[src/hdl/hsrs_pkg.sv]
// Package for the hourly sample rank scan block.
// Holds shared constants, the verdict encoding and the result struct.
// No dependencies.
`timescale 1ns / 1ps
`default_nettype none

package hsrs_pkg;

  localparam int HOURS_DEF          = 24;
  localparam int QUARTILE_COUNT_DEF = 18;

  localparam int SAMPLE_W = 8;
  localparam int BELOW_W  = 5;

  localparam logic [SAMPLE_W-1:0] UNSET     = 8'hFF;
  localparam logic [BELOW_W-1:0]  BELOW_CAP = 5'd31;

  localparam logic CFG_BELOW_LIMIT = 1'b0;
  localparam logic CFG_TEST_VALUE  = 1'b1;

  typedef enum logic [2:0] {
    VERDICT_UNDECIDED = 3'b001,
    VERDICT_TRUE      = 3'b010,
    VERDICT_FALSE     = 3'b100
  } verdict_t;

  typedef struct packed {
    logic [SAMPLE_W-1:0] min_value;
    logic [SAMPLE_W-1:0] max_value;
    logic [BELOW_W-1:0]  count_below;
    logic                in_top;
    logic                in_bottom;
  } result_t;

endpackage

`default_nettype wire

[src/hdl/hsrs_scan.sv]
// Scan state and per-sample update for the hourly sample rank scan.
// Keeps running min, max, tallies and quartile verdicts; depends on hsrs_pkg.
`timescale 1ns / 1ps
`default_nettype none

module hsrs_scan
  import hsrs_pkg::*;
#(
  parameter int HOURS          = HOURS_DEF,
  parameter int QUARTILE_COUNT = QUARTILE_COUNT_DEF
) (
  input  wire logic                clk,
  input  wire logic                rst_n,
  input  wire logic                step,
  input  wire logic [SAMPLE_W-1:0] sample,
  input  wire logic                last,
  input  wire logic [SAMPLE_W-1:0] below_limit,
  input  wire logic [SAMPLE_W-1:0] test_value,
  output logic                     done,
  output result_t                  result
);

  localparam int CW = $clog2(HOURS);
  localparam int TW = $clog2(QUARTILE_COUNT + 1);

  logic [SAMPLE_W-1:0] min_r, min_nxt;
  logic [SAMPLE_W-1:0] max_r, max_nxt;
  logic [BELOW_W-1:0]  below_r, below_nxt;
  logic [TW-1:0]       lower_r, lower_nxt;
  logic [TW-1:0]       higher_r, higher_nxt;
  verdict_t            top_r, top_nxt;
  verdict_t            bot_r, bot_nxt;
  logic [CW-1:0]       cnt_r;
  logic                unset;

  assign unset = (sample == UNSET);
  assign done  = last || (cnt_r == CW'(HOURS - 1));

  always_comb begin
    min_nxt    = (sample < min_r) ? sample : min_r;
    max_nxt    = max_r;
    below_nxt  = below_r;
    lower_nxt  = lower_r;
    higher_nxt = higher_r;
    top_nxt    = top_r;
    bot_nxt    = bot_r;
    if (!unset && ((max_r == UNSET) || (sample > max_r))) begin
      max_nxt = sample;
    end
    if ((sample < below_limit) && (below_r != BELOW_CAP)) begin
      below_nxt = below_r + BELOW_W'(1);
    end
    if (top_r == VERDICT_UNDECIDED) begin
      if ((test_value == UNSET) || unset) begin
        top_nxt = VERDICT_FALSE;
      end else if (sample < test_value) begin
        lower_nxt = lower_r + TW'(1);
        if (lower_nxt >= TW'(QUARTILE_COUNT)) begin
          top_nxt = VERDICT_TRUE;
        end
      end
    end
    if (bot_r == VERDICT_UNDECIDED) begin
      if (unset) begin
        bot_nxt = VERDICT_FALSE;
      end else if (sample > test_value) begin
        higher_nxt = higher_r + TW'(1);
        if (higher_nxt >= TW'(QUARTILE_COUNT)) begin
          bot_nxt = VERDICT_TRUE;
        end
      end
    end
  end

  always_comb begin
    result.min_value   = min_nxt;
    result.max_value   = max_nxt;
    result.count_below = below_nxt;
    result.in_top      = (top_nxt == VERDICT_TRUE);
    result.in_bottom   = (bot_nxt == VERDICT_TRUE);
  end

  always_ff @(posedge clk) begin
    if (!rst_n || (step && done)) begin
      min_r    <= UNSET;
      max_r    <= UNSET;
      below_r  <= '0;
      lower_r  <= '0;
      higher_r <= '0;
      top_r    <= VERDICT_UNDECIDED;
      bot_r    <= VERDICT_UNDECIDED;
      cnt_r    <= '0;
    end else if (step) begin
      min_r    <= min_nxt;
      max_r    <= max_nxt;
      below_r  <= below_nxt;
      lower_r  <= lower_nxt;
      higher_r <= higher_nxt;
      top_r    <= top_nxt;
      bot_r    <= bot_nxt;
      cnt_r    <= cnt_r + CW'(1);
    end
  end

endmodule

`default_nettype wire

[src/hdl/hourly_sample_rank_scan.sv]
// The result of a scan is registered in out_r as its ending beat leaves staging.
// Throughput: one sample beat per cycle; a held result stalls only a scan-ending beat.
// The rate is set by the scan registers, which update on every advancing beat.
// Synchronous active-low reset clears the scan, the pipeline valids and the config
// registers (below_limit 0, test_value 255). Depends on hsrs_pkg and hsrs_scan.
`timescale 1ns / 1ps
`default_nettype none

module hourly_sample_rank_scan
  import hsrs_pkg::*;
#(
  parameter int HOURS          = HOURS_DEF,
  parameter int QUARTILE_COUNT = QUARTILE_COUNT_DEF
) (
  input  wire logic                clk,
  input  wire logic                rst_n,
  input  wire logic                cfg_we,
  input  wire logic                cfg_index,
  input  wire logic [SAMPLE_W-1:0] cfg_wdata,
  input  wire logic                in_valid,
  output logic                     in_ready,
  input  wire logic [SAMPLE_W-1:0] in_sample,
  input  wire logic                in_last,
  output logic                     out_valid,
  input  wire logic                out_ready,
  output logic [SAMPLE_W-1:0]      out_min_value,
  output logic [SAMPLE_W-1:0]      out_max_value,
  output logic [BELOW_W-1:0]       out_count_below,
  output logic                     out_in_top,
  output logic                     out_in_bottom
);

  logic [SAMPLE_W-1:0] below_limit_r;
  logic [SAMPLE_W-1:0] test_value_r;
  logic                stg_valid_r;
  logic [SAMPLE_W-1:0] stg_sample_r;
  logic                stg_last_r;
  logic                out_valid_r;
  result_t             out_r;
  result_t             scan_res;
  logic                scan_done;
  logic                adv;

  assign adv      = stg_valid_r && (!scan_done || !out_valid_r || out_ready);
  assign in_ready = !stg_valid_r || adv;

  hsrs_scan #(
    .HOURS          (HOURS),
    .QUARTILE_COUNT (QUARTILE_COUNT)
  ) u_scan (
    .clk         (clk),
    .rst_n       (rst_n),
    .step        (adv),
    .sample      (stg_sample_r),
    .last        (stg_last_r),
    .below_limit (below_limit_r),
    .test_value  (test_value_r),
    .done        (scan_done),
    .result      (scan_res)
  );

  always_ff @(posedge clk) begin
    if (!rst_n) begin
      below_limit_r <= '0;
      test_value_r  <= UNSET;
    end else if (cfg_we) begin
      unique case (cfg_index)
        CFG_BELOW_LIMIT: below_limit_r <= cfg_wdata;
        CFG_TEST_VALUE:  test_value_r  <= cfg_wdata;
      endcase
    end
  end

  always_ff @(posedge clk) begin
    if (!rst_n) begin
      stg_valid_r <= 1'b0;
    end else if (in_ready) begin
      stg_valid_r <= in_valid;
    end
  end

  always_ff @(posedge clk) begin
    if (in_ready && in_valid) begin
      stg_sample_r <= in_sample;
      stg_last_r   <= in_last;
    end
  end

  always_ff @(posedge clk) begin
    if (!rst_n) begin
      out_valid_r <= 1'b0;
    end else if (adv && scan_done) begin
      out_valid_r <= 1'b1;
    end else if (out_ready) begin
      out_valid_r <= 1'b0;
    end
  end

  always_ff @(posedge clk) begin
    if (adv && scan_done) begin
      out_r <= scan_res;
    end
  end

  assign out_valid       = out_valid_r;
  assign out_min_value   = out_r.min_value;
  assign out_max_value   = out_r.max_value;
  assign out_count_below = out_r.count_below;
  assign out_in_top      = out_r.in_top;
  assign out_in_bottom   = out_r.in_bottom;

endmodule

`default_nettype wire

[config.mk]
export PLATFORM = sky130hd
export DESIGN_NAME = hourly_sample_rank_scan
export DESIGN_NICKNAME = d
export VERILOG_FILES = /design/src/hdl/hsrs_pkg.sv /design/src/hdl/hsrs_scan.sv /design/src/hdl/hourly_sample_rank_scan.sv
export SDC_FILE = /design/constraint.sdc
export NUM_CORES = 1
export LEC_CHECK = 0
export ABC_AREA = 0
export ABC_CLOCK_PERIOD_IN_PS = 5400
export BUFFER_PORTS_ARGS = -buffer_cell sky130_fd_sc_hd__buf_2
export CAP_MARGIN = 5
export CORE_UTILIZATION = 55
export DETAILED_ROUTE_END_ITERATION = 8
export GPL_TIMING_DRIVEN = 1
export MAX_ROUTING_LAYER = met4
export PLACE_DENSITY = 0.75
export SETUP_SLACK_MARGIN = 0.4
export SLEW_MARGIN = 20
export SYNTH_ARGS = -nofsm -noshare
export SYNTH_HDL_FRONTEND = slang
export SYNTH_HIERARCHICAL = 1
export SYNTH_SLANG_ARGS = --single-unit
[constraint.sdc]
create_clock -name clk -period 5.4 [get_ports clk]
set_input_delay 0.27 -clock clk [delete_from_list [all_inputs] [get_ports clk]]
set_output_delay 0.27 -clock clk [all_outputs]
set_load 0.03 [all_outputs]
==> run_results.csv <==
group,metric,value,unit
routing,viasPerCell,5.51,
run,cap_violations,0,
synthesis,yosysWarnings,6,
synthesis,synth_cells,489,
timing,setup_slack,2.50,ns
clock_tree,htree_num_levels,3,
floorplanning,start_util,0.568,
timing,setup_viol,0,
clock_tree,numCtsBuffers,9,
synthesis,synth-edff-count,32,
grt,grt_max_degree,42,
placed_design,place.gp.congestion,0.837,
hold_path,hold_end,"stg_last_r$_DFFE_PP_",
routing,drt_iter0_drc,163,
timing,timing.hold.ws,0.0841,ns
synthesis,synth_seq_cells,92,
floorplanning,rows,33,
run_status,run_status,"completed",
routing,wirelength,9.15,mm
timing,final-hold-violation-count,0,
grt,first_global_vias,3280,
floorplanning,coreArea,0.00822,mm^2
synthesis,synthTopCellsByArea,"dfxtp_1, edfxtp_1, ha_1",
routing,vias,3569,
hold_path,hold-path-cell-count,1,
grt,track_usage,0.227,
grt,grt_overflow,0,
timing,worst_pin_slew,1.10,ns
timing,tns,0,ns
timing,slew_violations,0,
routing,drc,0,
grt,grt_pass1_wl,15.1,mm
hold_path,hold_path_class,"in2reg",
synthesis,yosysTopAreaCell,"dfxtp_1",
pwr,power_density,277,mW/mm^2
synthesis,ys_async_sr_fraction,0,
synthesis,ys_seq_area_frac,0.463,
timing,max_slew_margin,0.262,
synthesis,ys.flop_type,"dfxtp_1",
timing,rsz0062_at_grt,"false",
clock_tree,cts_root_buffer,"clkbuf_8",
clock_tree,cts.sinks,92,
clock_tree,clkTransAtPathRegs,0.09,ns
placed_design,dpl.hpwl,6.68,mm
routing,first_pass_iters,4,
timing,max_freq,345,MHz
floorplanning,top_level_ports,48,
cells_and_area,nFillCells,701,
synthesis,synth_common_cells,"dfxtp_1, nand2_1, nor2_1, inv_1, ha_1",
placed_design,io_buffers,47,
timing,period_share,0.537,
pwr,worst_ir_drop_vdd,0.196,mV
cells_and_area,drive_gt1_frac,0.162,
worst_setup_path,critPathCaptureType,"flip-flop",
worst_setup_path,reg2reg_slack,2.50,ns
floorplanning,die_w,94.1,um
clock_tree,clkLatencyLatePin,0.35,ns
synthesis,synth_top_area_share,0.257,
clock_tree,cts_setup_buffers,0,
worst_setup_path,crit_type,"reg2reg",
grt,antenna_found_initial,0,
worst_setup_path,timing.rr.end,"u_scan/max_r[1]$_SDFFE_PP1P_",
synthesis,synth.most_common_cell,"dfxtp_1",
hold_path,min_from,"in_last",
worst_setup_path,crit_fanout,16,
floorplanning,die_area,0.00886,mm^2
clock_tree,cts.repair.resized,0,
timing,clock_skew,0.0133,ns
routing,wl_per_cell,14.1,um
routing,detail-route-antenna-nets,0,
clock_tree,cts-hold-fix-buffers,0,
worst_setup_path,r2r_start,"stg_sample_r[1]$_DFFE_PP_",
clock_tree,cts_tree,"done",
placed_design,dp_slack,2.55,ns
worst_setup_path,arrival,3.18,ns
cells_and_area,area_growth,10.8,%
floorplanning,fp.dieH,94.1,um
synthesis,syn_nets,549,
synthesis,syn_avg_cell_area,9.55,um^2
worst_setup_path,crit_path_start_kind,"flip-flop",
cells_and_area,fin_nets,598,
synthesis,synth_cell_types,59,
pwr,leakage,2.34,nW
cells_and_area,antenna_cells,0,
timing,min_period,2.90,ns
worst_setup_path,required,5.67,ns
clock_tree,clockBufferDepth,2,
synthesis,syn_area,0.00467,mm^2
worst_setup_path,reg2reg_depth,7,
[layout by cell type, fill, tap and decap left out, types with 5 or more instances in the layout]
master	count
dfxtp_1	60
nand2_1	59
buf_2	47
nor2_1	44
inv_1	39
ha_1	37
edfxtp_1	32
o21ai_0	22
a21oi_1	20
nand3_1	19
mux2i_1	16
nor2b_1	14
nand4_1	13
a31oi_1	11
clkbuf_8	10
xnor2_1	10
a21bo_2	9
nor3_1	5
o21ai_1	5
[critical path, cell delays in order, from the launching register on]
cell      delay (ns)
edfxtp_1        0.57
ha_1            0.37
nor2b_1         0.13
o211ai_1        0.09
a21o_1          0.18
a211oi_2        0.73
nand2_1         0.49
mux2i_1         0.27
[state kept, by name, summed over array words and instances (netlist names)]
register and cells:
stg_last_r 1, u_scan/higher_r 5, out_in_bottom 1, test_value_r 8, out_max_value 8, u_scan/lower_r 5, stg_valid_r 1, u_scan/bot_r 3
u_scan/max_r 8, u_scan/min_r 8, out_min_value 8, u_scan/cnt_r 5, below_limit_r 8, out_count_below 5, stg_sample_r 8, out_valid 1
u_scan/top_r 3, out_in_top 1, u_scan/below_r 5
[report_power, final]
part,internal [mW],leakage [nW],switching (mW)
Combinational,0.0900,1.47,0.145
Sequential,0.757,0.788,0.0269
Clock,0.181,0.0879,0.235
Total,1.03,2.34,0.407
[cells by family (layout without fill, tap and decap cells)]
logic type	count (synthesis)	after routing	share of synthesized area
adders and majority gates	37	37	0.0992
AOI/OAI and AO/OA	99	99	0.141
and+or+nand+nor	177	177	0.185
buffers and inverters	52	106	0.0464
muxes	19	19	0.0415
xor gates and xnor gates	13	13	0.0244
DFF	92	92	0.463
[worst max-delay path by stage]
| stage | start | end | slack (ns) | depth (start not counted) |
|---|---|---|---|---|
| final | stg_sample_r[1]$_DFFE_PP_ | u_scan/max_r[1]$_SDFFE_PP1P_ | 2.50 | 7 |
| after global placement | stg_sample_r[1]$_DFFE_PP_ | u_scan/max_r[1]$_SDFFE_PP1P_ | 2.70 | 7 |
| after detailed placement | stg_sample_r[1]$_DFFE_PP_ | u_scan/max_r[1]$_SDFFE_PP1P_ | 2.55 | 7 |
| after floorplan | stg_sample_r[5]$_DFFE_PP_ | u_scan/higher_r[4]$_SDFFE_PP0P_ | 2.91 | 7 |
| after global routing | stg_sample_r[1]$_DFFE_PP_ | u_scan/max_r[2]$_SDFFE_PP1P_ | 2.24 | 7 |
| after CTS | stg_sample_r[1]$_DFFE_PP_ | u_scan/max_r[1]$_SDFFE_PP1P_ | 2.53 | 7 |
[cell type report]
| cell class | count | area [um^2] | area share |
|---|---|---|---|
| multi-input combinational | 345 | 2290 | 0.443 |
| sequential | 92 | 2160 | 0.418 |
| timing repair buffer | 51 | 265 | 0.0513 |
| inverter | 39 | 146 | 0.0283 |
| clock buffer | 11 | 141 | 0.0273 |
| tap | 105 | 131 | 0.0254 |
| clock inverter | 5 | 35.0 | 0.00677 |
[metrics by stage]
step                      std cells   util  power (mW)  instance area [um^2]
after floorplan                 489      -       0.970                  4670
after CTS                       648  0.630        1.45                  5170
after detailed placement        632  0.608        1.03                  5000
after global placement          632  0.608        1.02                  5000
final                           648  0.630        1.44                  5170
after global routing            648  0.630        1.51                  5170
[metal layers]
layer / wire, um / up-vias / share of wire / GRT usage
met5: 0 / - / 0 / -
met1: 4270 / 1646 / 0.47 / 0.282
met2: 4410 / 83 / 0.48 / 0.380
met4: 67 / 0 / 0.0073 / 0.0808
li1: - / 1836 / - / -
met3: 402 / 4 / 0.044 / 0.0316
Power figures use the tool's default switching activity.
